## src/sv/tsef_pkg.sv

```systemverilog
// shared types, constants and the bcd helper for the timestamped event fifo
// no dependencies; used by every module of the block
`timescale 1ns / 1ps

package tsef_pkg;

  localparam int DEF_QUEUE_DEPTH = 64;

  // command codes
  localparam logic [1:0] CMD_LOG  = 2'd0;
  localparam logic [1:0] CMD_ACK  = 2'd1;
  localparam logic [1:0] CMD_TICK = 2'd2;

  // tens-digit and units masks of the clock registers
  localparam logic [7:0] MASK_SEC_MIN = 8'h70;
  localparam logic [7:0] MASK_HR_DATE = 8'h30;
  localparam logic [7:0] MASK_MONTH   = 8'h10;
  localparam logic [7:0] MASK_YEAR    = 8'hF0;
  localparam logic [7:0] MASK_UNITS   = 8'h0F;

  localparam int PENDING_MAX = 127;

  typedef struct packed {
    logic [1:0] cmd;
    logic       door_open;
    logic       clock_ok;
    logic [7:0] second_bcd;
    logic [7:0] minute_bcd;
    logic [7:0] hour_bcd;
    logic [7:0] date_bcd;
    logic [7:0] month_bcd;
    logic [7:0] year_bcd;
    logic       ack_received;
    logic       ack_state;
    logic       link_up;
  } in_item_t;

  typedef struct packed {
    logic       frame_valid;
    logic [7:0] frame_node;
    logic       frame_open;
    logic [5:0] frame_hour;
    logic [6:0] frame_minute;
    logic [6:0] frame_second;
    logic [5:0] frame_date;
    logic [4:0] frame_month;
    logic [7:0] frame_year;
    logic [6:0] pending;
    logic       link_down;
    logic       dropped;
  } out_item_t;

  // stored entry: door state on top of the timestamp
  typedef struct packed {
    logic [5:0] hour;
    logic [6:0] minute;
    logic [6:0] second;
    logic [5:0] date;
    logic [4:0] month;
    logic [7:0] year;
  } tstamp_t;

  typedef struct packed {
    logic    door;
    tstamp_t ts;
  } entry_t;

  // controller commands to the datapath
  typedef struct packed {
    logic capture;
    logic log;
    logic ack;
    logic tick;
    logic nop;
  } ctl_t;

  function automatic logic [7:0] bcd_to_bin(input logic [7:0] raw,
                                            input logic [7:0] tens_mask);
    logic [7:0] tens;
    logic [7:0] units;
    tens  = (raw & tens_mask) >> 4;
    units = raw & MASK_UNITS;
    return 8'(tens * 8'd10) + units;
  endfunction

endpackage

```

## src/sv/tsef_ctrl.sv

```systemverilog
// controller of the event fifo: takes a command beat and sequences its execution
// depends on tsef_pkg
`timescale 1ns / 1ps

module tsef_ctrl (
  input  logic             clk,
  input  logic             rst_n,
  input  logic             start,
  input  logic [1:0]       cmd,
  output logic             busy,
  output tsef_pkg::ctl_t   ctl
);

  localparam logic [2:0] ST_IDLE = 3'd0;
  localparam logic [2:0] ST_LOG  = 3'd1;
  localparam logic [2:0] ST_ACK  = 3'd2;
  localparam logic [2:0] ST_TICK = 3'd3;
  localparam logic [2:0] ST_NOP  = 3'd4;

  logic [2:0] state_r;
  logic [2:0] state_nxt;
  logic       accept;

  assign busy   = (state_r != ST_IDLE);
  assign accept = start && !busy;

  always_comb begin
    state_nxt = ST_IDLE;
    if (accept) begin
      unique case (cmd)
        tsef_pkg::CMD_LOG:  state_nxt = ST_LOG;
        tsef_pkg::CMD_ACK:  state_nxt = ST_ACK;
        tsef_pkg::CMD_TICK: state_nxt = ST_TICK;
        default:            state_nxt = ST_NOP;
      endcase
    end
  end

  always_ff @(posedge clk) begin
    if (!rst_n) begin
      state_r <= ST_IDLE;
    end else begin
      state_r <= state_nxt;
    end
  end

  always_comb begin
    ctl         = '0;
    ctl.capture = accept;
    unique case (state_r)
      ST_LOG:  ctl.log  = 1'b1;
      ST_ACK:  ctl.ack  = 1'b1;
      ST_TICK: ctl.tick = 1'b1;
      ST_NOP:  ctl.nop  = 1'b1;
      default: ;
    endcase
  end

endmodule

```

## src/sv/tsef_dp.sv

```systemverilog
// datapath of the event fifo: ring memory, pointers, timestamp, link flag, result register
// depends on tsef_pkg
`timescale 1ns / 1ps

module tsef_dp #(
  parameter int QUEUE_DEPTH = tsef_pkg::DEF_QUEUE_DEPTH
) (
  input  logic                clk,
  input  logic                rst_n,
  input  tsef_pkg::ctl_t      ctl,
  input  tsef_pkg::in_item_t  in_item,
  input  logic                cfg_we,
  input  logic [7:0]          cfg_data,
  output logic                out_valid,
  output tsef_pkg::out_item_t out_item
);

  localparam int PTR_W = $clog2(QUEUE_DEPTH);
  localparam int CNT_W = $clog2(QUEUE_DEPTH + 1);
  localparam int SAT_W = (CNT_W > 7) ? CNT_W : 7;
  localparam logic [PTR_W-1:0] PTR_LAST = PTR_W'(QUEUE_DEPTH - 1);
  localparam logic [CNT_W-1:0] CNT_FULL = CNT_W'(QUEUE_DEPTH);

  tsef_pkg::entry_t    mem [QUEUE_DEPTH];
  tsef_pkg::entry_t    rd_data_r;
  tsef_pkg::in_item_t  item_r;
  tsef_pkg::tstamp_t   ts_r, ts_nxt, ts_conv;
  tsef_pkg::out_item_t res_r, res_nxt;
  logic [PTR_W-1:0]    head_r, head_nxt, tail_r, tail_nxt;
  logic [CNT_W-1:0]    count_r, count_nxt;
  logic [SAT_W-1:0]    count_ext;
  logic                link_r, link_nxt;
  logic                valid_r;
  logic [7:0]          node_r;
  logic                wr_en;
  logic                not_empty;

  assign not_empty = (count_r != '0);

  always_comb begin
    ts_conv.second = 7'(tsef_pkg::bcd_to_bin(item_r.second_bcd, tsef_pkg::MASK_SEC_MIN));
    ts_conv.minute = 7'(tsef_pkg::bcd_to_bin(item_r.minute_bcd, tsef_pkg::MASK_SEC_MIN));
    ts_conv.hour   = 6'(tsef_pkg::bcd_to_bin(item_r.hour_bcd, tsef_pkg::MASK_HR_DATE));
    ts_conv.date   = 6'(tsef_pkg::bcd_to_bin(item_r.date_bcd, tsef_pkg::MASK_HR_DATE));
    ts_conv.month  = 5'(tsef_pkg::bcd_to_bin(item_r.month_bcd, tsef_pkg::MASK_MONTH));
    ts_conv.year   = tsef_pkg::bcd_to_bin(item_r.year_bcd, tsef_pkg::MASK_YEAR);
  end

  always_comb begin
    ts_nxt    = ts_r;
    head_nxt  = head_r;
    tail_nxt  = tail_r;
    count_nxt = count_r;
    link_nxt  = link_r;
    wr_en     = 1'b0;
    res_nxt   = '0;

    if (ctl.log) begin
      if (item_r.clock_ok) begin
        ts_nxt = ts_conv;
      end
      if (count_r != CNT_FULL) begin
        wr_en     = 1'b1;
        tail_nxt  = (tail_r == PTR_LAST) ? '0 : tail_r + 1'b1;
        count_nxt = count_r + 1'b1;
      end else begin
        res_nxt.dropped = 1'b1;
      end
    end

    if (ctl.ack && item_r.ack_received && not_empty &&
        (rd_data_r.door == item_r.ack_state)) begin
      head_nxt  = (head_r == PTR_LAST) ? '0 : head_r + 1'b1;
      count_nxt = count_r - 1'b1;
    end

    if (ctl.tick) begin
      link_nxt = !item_r.link_up;
      if (item_r.link_up && not_empty) begin
        res_nxt.frame_valid  = 1'b1;
        res_nxt.frame_node   = node_r;
        res_nxt.frame_open   = rd_data_r.door;
        res_nxt.frame_hour   = rd_data_r.ts.hour;
        res_nxt.frame_minute = rd_data_r.ts.minute;
        res_nxt.frame_second = rd_data_r.ts.second;
        res_nxt.frame_date   = rd_data_r.ts.date;
        res_nxt.frame_month  = rd_data_r.ts.month;
        res_nxt.frame_year   = rd_data_r.ts.year;
      end
    end

    // pending saturates at the width of the result field
    count_ext = SAT_W'(count_nxt);
    res_nxt.pending   = (count_ext > SAT_W'(tsef_pkg::PENDING_MAX)) ?
                        7'(tsef_pkg::PENDING_MAX) : count_ext[6:0];
    res_nxt.link_down = link_nxt;
  end

  // ring memory, head entry read every cycle into a register
  always_ff @(posedge clk) begin
    if (wr_en) begin
      mem[tail_r] <= {item_r.door_open, ts_nxt};
    end
    rd_data_r <= mem[head_r];
  end

  always_ff @(posedge clk) begin
    if (ctl.capture) begin
      item_r <= in_item;
    end
    res_r <= res_nxt;
  end

  always_ff @(posedge clk) begin
    if (!rst_n) begin
      ts_r    <= '0;
      head_r  <= '0;
      tail_r  <= '0;
      count_r <= '0;
      link_r  <= 1'b1;
      valid_r <= 1'b0;
      node_r  <= '0;
    end else begin
      ts_r    <= ts_nxt;
      head_r  <= head_nxt;
      tail_r  <= tail_nxt;
      count_r <= count_nxt;
      link_r  <= link_nxt;
      valid_r <= ctl.log || ctl.ack || ctl.tick || ctl.nop;
      if (cfg_we) begin
        node_r <= cfg_data;
      end
    end
  end

  assign out_valid = valid_r;
  assign out_item  = res_r;

endmodule

```

## src/sv/timestamped_event_fifo_with_ack_core.sv

```systemverilog
// top level of the timestamped event fifo: controller plus datapath
// depends on tsef_pkg, tsef_ctrl, tsef_dp
// the accepting edge loads state_r and item_r; out_valid and the result are then registered from the execute state
// a new beat is accepted only while busy is low, so not during the execute state that follows each accept
// out_valid is high for one cycle per beat; the receiver cannot stall
// reset is synchronous active low: queue empty, timestamp zero, link down, node id zero
`timescale 1ns / 1ps

module timestamped_event_fifo_with_ack_core #(
  parameter int QUEUE_DEPTH = tsef_pkg::DEF_QUEUE_DEPTH
) (
  input  logic                clk,
  input  logic                rst_n,
  input  logic                start,
  output logic                busy,
  input  tsef_pkg::in_item_t  in_item,
  output logic                out_valid,
  output tsef_pkg::out_item_t out_item,
  input  logic                cfg_valid,
  output logic                cfg_ready,
  input  logic [7:0]          cfg_data
);

  tsef_pkg::ctl_t ctl;

  // the node id register takes a write in any cycle
  assign cfg_ready = 1'b1;

  tsef_ctrl u_ctrl (
    .clk   (clk),
    .rst_n (rst_n),
    .start (start),
    .cmd   (in_item.cmd),
    .busy  (busy),
    .ctl   (ctl)
  );

  tsef_dp #(
    .QUEUE_DEPTH (QUEUE_DEPTH)
  ) u_dp (
    .clk       (clk),
    .rst_n     (rst_n),
    .ctl       (ctl),
    .in_item   (in_item),
    .cfg_we    (cfg_valid && cfg_ready),
    .cfg_data  (cfg_data),
    .out_valid (out_valid),
    .out_item  (out_item)
  );

endmodule
```

## config.mk

```make
export PLATFORM = sky130hd
export DESIGN_NAME = timestamped_event_fifo_with_ack_core
export DESIGN_NICKNAME = d
export VERILOG_FILES = /design/src/sv/tsef_pkg.sv /design/src/sv/tsef_ctrl.sv /design/src/sv/tsef_dp.sv /design/src/sv/timestamped_event_fifo_with_ack_core.sv
export SDC_FILE = /design/constraint.sdc
export NUM_CORES = 2
export LEC_CHECK = 0
export BUFFER_PORTS_ARGS = -buffer_cell sky130_fd_sc_hd__buf_4
export CORE_ASPECT_RATIO = 0.7
export CORE_UTILIZATION = 50
export DETAILED_ROUTE_END_ITERATION = 6
export GPL_ROUTABILITY_DRIVEN = 0
export GPL_TIMING_DRIVEN = 0
export HOLD_SLACK_MARGIN = 0.03
export PLACE_DENSITY_LB_ADDON = 0.05
export REMOVE_ABC_BUFFERS = 1
export SLEW_MARGIN = 20
export SYNTH_ARGS = -nofsm -noshare
export SYNTH_HDL_FRONTEND = slang
export SYNTH_HIERARCHICAL = 1
export SYNTH_SLANG_ARGS = --single-unit
```

## constraint.sdc

```tcl
create_clock -name clk -period 6.95 [get_ports clk]
set_input_delay 0.3475 -clock clk [delete_from_list [all_inputs] [get_ports clk]]
set_output_delay 0.3475 -clock clk [all_outputs]
set_load 0.1 [all_outputs]
```

**Word level (Yosys, flattened, before mapping)**

Memories as Yosys holds them, arrays and structs flattened. A register that Yosys moved wholly into a read port is not among the register bits.
Index checks and enable logic that the tools add are counted.

- Add/sub/neg operators: 10
- Multiply operators: 6
- Divide/modulo/power cells: 0
- Magnitude comparators: 1
- Equal/unequal tests: 10
- Shift operators: 0
- Mux-type cells: 19
- Bitwise gates (word level): 0
- Reductions and logical operators: 16

Operators by type and width:

| kind | number |
|---|---|
| two-way mux 39 bit | 2 |
| two-way mux 49 bit | 1 |
| two-way mux 7 bit | 3 |
| adder 7 x 4 -> 7 bit | 2 |
| adder 6 x 1 -> 6 bit, second input constant | 2 |
| adder 6 x 4 -> 6 bit | 2 |
| == test 6 bit, second input constant | 2 |
| multiplier 3 x 3 -> 6 bit, second input constant | 2 |
| two-way mux 6 bit | 2 |
| multiplier 2 x 3 -> 5 bit, second input constant | 2 |
| two-way mux 1 bit | 10 |
| case mux 3 bit (3 select lines) | 1 |
| adder 8 x 4 -> 8 bit | 1 |
| adder 7 x 1 -> 7 bit, second input constant | 1 |
| > comparator 7 bit, second input constant | 1 |
| multiplier 4 x 3 -> 7 bit, second input constant | 1 |
| inequality test 7 bit, second input constant | 1 |
| nonzero test 7 bit | 1 |
| subtractor 7 x 1 -> 7 bit, second input constant | 1 |
| == test 3 x 2 -> 1 bit, second input constant | 2 |
| AND reduction 2 bit | 3 |
| adder 5 x 4 -> 5 bit | 1 |
| logical AND 1 bit | 5 |
| multiplier 1 x 3 -> 4 bit, second input constant | 1 |
| 9 further kinds | 12 |

- Bits in registers: 173
- Bits in latches: 0
- Bits in writable memories: 2560
- Memory bits (read-only): 0
- Input bits: 67
- Output and inout port bits: 61
- Logic and storage cells: 99
- Memories: 1

Memory list:

| name | words | width | read ports | clocked after Yosys merged registers in | write ports | line | source |
|---|---|---|---|---|---|---|---|
| u_dp.mem | 64 | 40 | 1 | 1 | 1 | tsef_dp.sv:24 | `tsef_pkg::entry_t mem [QUEUE_DEPTH];` |

**Depth between registers and ports, before layout**

- Word-level depth: 7
- Mapped depth: 11
- Mapped depth without buffers: 7

**Modules after synthesis**

The synthesis kept the hierarchy.

Modules (own cells, without submodules):

| module | instances | cells an instance | area an instance (um2) | sequential area each (um2) |
|---|---|---|---|---|
| tsef_dp | 1 | 5052 | 105153.4 | 81518.2 |
| tsef_ctrl | 1 | 19 | 207.7 | 60.1 |
| timestamped_event_fifo_with_ack_core | 1 | 2 | 11.3 | 0.0 |

**Worst setup path after synthesis**

No wires, ideal clock.

- Path kind: reg2reg
- From: register u_dp/item_r[8] (netlist name)
- To: memory u_dp/mem[0][6] (netlist name), data pin
- Setup time: 726 ps
- Arrival: 4462 ps
- Data required time: 6224 ps
- Setup slack: 1762 ps
- Cell stages (with the launch flop): 7
- Path buffers: 0
- Clock period less this slack: 5188 ps
- Path through: edfxtp_1 > ha_1 > ha_1 > fa_1 > nand2_1 > o21a_1 > o31ai_1

RTL lines:

| what | line | source |
|---|---|---|
| start: declaration | tsef_dp.sv:26 | `tsef_pkg::in_item_t item_r;` |
| start signal: assignment | tsef_dp.sv:109 | `item_r <= in_item;` |
| end: declaration | tsef_dp.sv:24 |  |

==> flow_summary.json <==
{
  "status": "finished clean",
  "path_clk_slew_ns": 0.06,
  "drv_cap": 0,
  "antenna_found_initial": 1,
  "grt_max_degree": 66,
  "synthCells": 5073,
  "fmax_ghz": 0.227,
  "synth_top_area_cell": "edfxtp_1",
  "max_slew.worst_pin.slew_ns": 1.04,
  "p_leak_uw": 0.0393,
  "cp-start-kind": "flip-flop",
  "fin_cells": 8507,
  "grt_first_pass_wirelength_mm": 381,
  "clock_latency_ns": 0.84,
  "yosysUniqueCellTypes": 62,
  "path_class": "reg2reg",
  "totalWireLength_mm": 267,
  "routedWlPerCell_um": 31.4,
  "synth_seq_area_share_pct": 77.4,
  "rows": 140,
  "dpl.hpwl_mm": 169,
  "pin_count": 128,
  "setup_violations": 0,
  "core_sq_um": 209000,
  "rr_startpoint": "u_ctrl/state_r[0]$_SDFF_PN0_",
  "drive_gt1_share_pct": 24.3,
  "first_global_vias": 51301,
  "cts_buffers": 273,
  "layout.nets": 5635,
  "synth.cell_area_sq_um": 105000,
  "die_h_um": 386,
  "drt_iter0_drc": 5505,
  "dieArea_sq_um": 213000,
  "postPlaceCellArea_sq_um": 116000,
  "cts.sinks": 2773,
  "async_flop_share_pct": 0,
  "vias_per_cell": 6.08,
  "yosys_register_bits": 2773,
  "dp_cells": 7956,
  "initial_core_util_pct": 50.5,
  "slew_viol_final": 0,
  "finalCritPeriodShare_pct": 63.4,
  "tritoncts": "built",
  "finalCoreUtilization_pct": 59.8,
  "power.density_nw_per_um2": 263,
  "cts.root.buffer_cell": "clkbuf_16",
  "remaining_drc_errors": 0,
  "synth_ff_type": "edfxtp_1",
  "htreeDepth": 5,
  "fin_area_sq_um": 125000,
  "end_kind": "flip-flop",
  "critPathRequiredTime_ns": 7.48,
  "cp.arrival_ns": 4.93,
  "placement.io_buffers": 117,
  "track_usage_pct": 25.3,
  "vdd.ir_drop.worst_mv": 0.209,
  "yosys.area.top_type_share_pct": 74.2,
  "dr.pass1.iters": 6,
  "relSlewSlack_pct": 30.1,
  "skew_ns": 0.0340,
  "rsz0062_at_grt": "no",
  "startpoint": "u_ctrl/state_r[0]$_SDFF_PN0_",
  "grt_overflow": 0,
  "cts_buffer_depth": 4,
  "die_w_um": 551,
  "finalHoldViolCount": 0,
  "routed-via-count": 51693,
  "tns_ns": 0,
  "synthTopCellsByArea": "edfxtp_1 74%, mux4_2 11%, mux2i_1 4.0%, dfxtp_1 3.2%, a22oi_1 0.59%",
  "crit_path_max_fanout": 16,
  "route.antenna.remaining_nets": 0,
  "ys_warn_count": 6,
  "area_growth_pct": 18.3,
  "fin_hold_ws_ns": 0.232,
  "min_path_type": "in2reg",
  "synth_edf_count": 2604,
  "min_period_ns": 4.41,
  "hold_path.startpoint": "in_item[9]",
  "syn_avg_cell_area_sq_um": 20.8
}
cells by family after synthesis:
logic type	share of synthesized area, %
AOI/OAI and AO/OA	3.45
other	0.00356
DFF	77.4
adders and majority gates	0.530
and+or+nand+nor	2.22
xor gates and xnor gates	0.249
muxes	14.7
buffers and inverters	1.45
layer usage:
| layer | GRT usage, % | share of wire [%] |
|---|---|---|
| met1 | 39.0 | 45 |
| met2 | 38.6 | 46 |
| met3 | 3.68 | 6.7 |
| met4 | 5.61 | 2.1 |
| met5 | 0 | 0 |
area by class of cell:
type                       instances  area (sq um)
antenna                            1          2.50
clock buffer                     401          7800
clock inverter                    84           538
fill                           14794         83900
inverter                          18          71.3
multi-input combinational       1998         23200
sequential                      2773         81600
tap                             2769          3460
timing repair buffer             463          8040
worst max-delay path, cell delays in order (launching register included):
cell and delay (ns):
dfxtp_1 0.43, nor3b_2 0.70, inv_1 0.15, a31oi_2 0.28, buf_6 0.21, nor2b_1 0.27, nand3_1 0.69, nor2_4 0.87
buf_12 0.27, buf_16 0.19
cells in the mapped netlist, types with 6 or more instances:
| library cell | instances |
|---|---|
| mux2_2 | 16 |
| nor2_1 | 107 |
| nand4_1 | 8 |
| o221ai_1 | 40 |
| ha_1 | 35 |
| nand2_1 | 146 |
| a211o_1 | 20 |
| edfxtp_1 | 2604 |
| buf_1 | 20 |
| mux2i_1 | 417 |
| or3_1 | 10 |
| buf_6 | 10 |
| a221oi_1 | 14 |
| mux4_2 | 493 |
| xnor2_1 | 18 |
| dfxtp_1 | 169 |
| buf_2 | 95 |
| nor3_1 | 21 |
| clkbuf_1 | 107 |
| fa_1 | 6 |
| a41oi_1 | 13 |
| a21o_1 | 6 |
| nand3b_1 | 7 |
| nor2b_1 | 40 |
| o21ai_0 | 44 |
| a21oi_1 | 106 |
| a221o_1 | 13 |
| xor2_1 | 12 |
| a22o_1 | 28 |
| a211oi_1 | 62 |
| buf_4 | 51 |
| o22ai_1 | 81 |
| nand3_1 | 30 |
| inv_1 | 17 |
| and2_1 | 82 |
| a22oi_1 | 83 |
report_power, final:
group	switching [uW]	internal [uW]	total, uW
registers	19.7	18200	18200
clock network	6100	7970	14100
logic	352	184	536
layout by cell type, fill, tap and decap left out, types with 16 or more instances in the layout:
cell	netlist	layout
edfxtp_1	2604	2604
mux4_2	493	493
mux2i_1	417	417
clkbuf_16	0	287
dfxtp_1	169	163
buf_16	0	144
nand2_1	146	127
buf_4	51	118
buf_12	0	110
a21oi_1	106	104
clkbuf_1	107	95
a22oi_1	83	83
o22ai_1	81	81
and2_1	82	79
nor2_4	0	67
dlygate4sd3_1	0	65
a211oi_1	62	62
clkinv_1	1	43
o221ai_1	40	40
nor2_1	107	39
ha_1	35	35
nor2b_1	40	34
nand3_1	30	30
a22o_1	28	28
o21ai_0	44	26
clkinv_2	0	25
nor3_1	21	21
a211o_1	20	20
clkbuf_8	0	19
xnor2_1	18	18
inv_1	17	16
o21ai_4	0	16
sequential cells by signal, indices dropped and copies added, names as in the netlist, 6 cells and up:
signal          count
u_dp/mem         2560
u_dp/out_item      58
u_dp/item_r        44
u_dp/rd_data_r     40
u_dp/ts_r          39
u_dp/node_r         8
u_dp/count_r        7
u_dp/head_r         6
u_dp/tail_r         6
final timing paths:
kind	depth (start not counted)	to	slack, ns
setup / recovery	9	u_dp/mem[51][9]$_DFFE_PP_	2.54
hold reg to reg	1	u_dp/out_item[45]$_SDFF_PN0_	0.42
hold / removal	2	u_dp/item_r[9]$_DFFE_PP_	0.23
setup reg to reg	9	u_dp/mem[51][9]$_DFFE_PP_	2.54
per-stage QoR:
stage / setup WS, ns / power (uW)
3_3_place_gp: -44.29 / 19000
5_1_grt: 2.29 / 33700
4_1_cts: 2.47 / 33100
2_1_floorplan: -18.40 / 18800
3_5_place_dp: 2.52 / 19100
6_report: 2.54 / 32800
what timing repair did:
action,4_1_cts,5_1_grt
setup buffers,0,0
hold buffers,65,0
endpoints found under the hold margin,89,0
gates resized for setup,0,0
Power figures use the tool's default switching activity.
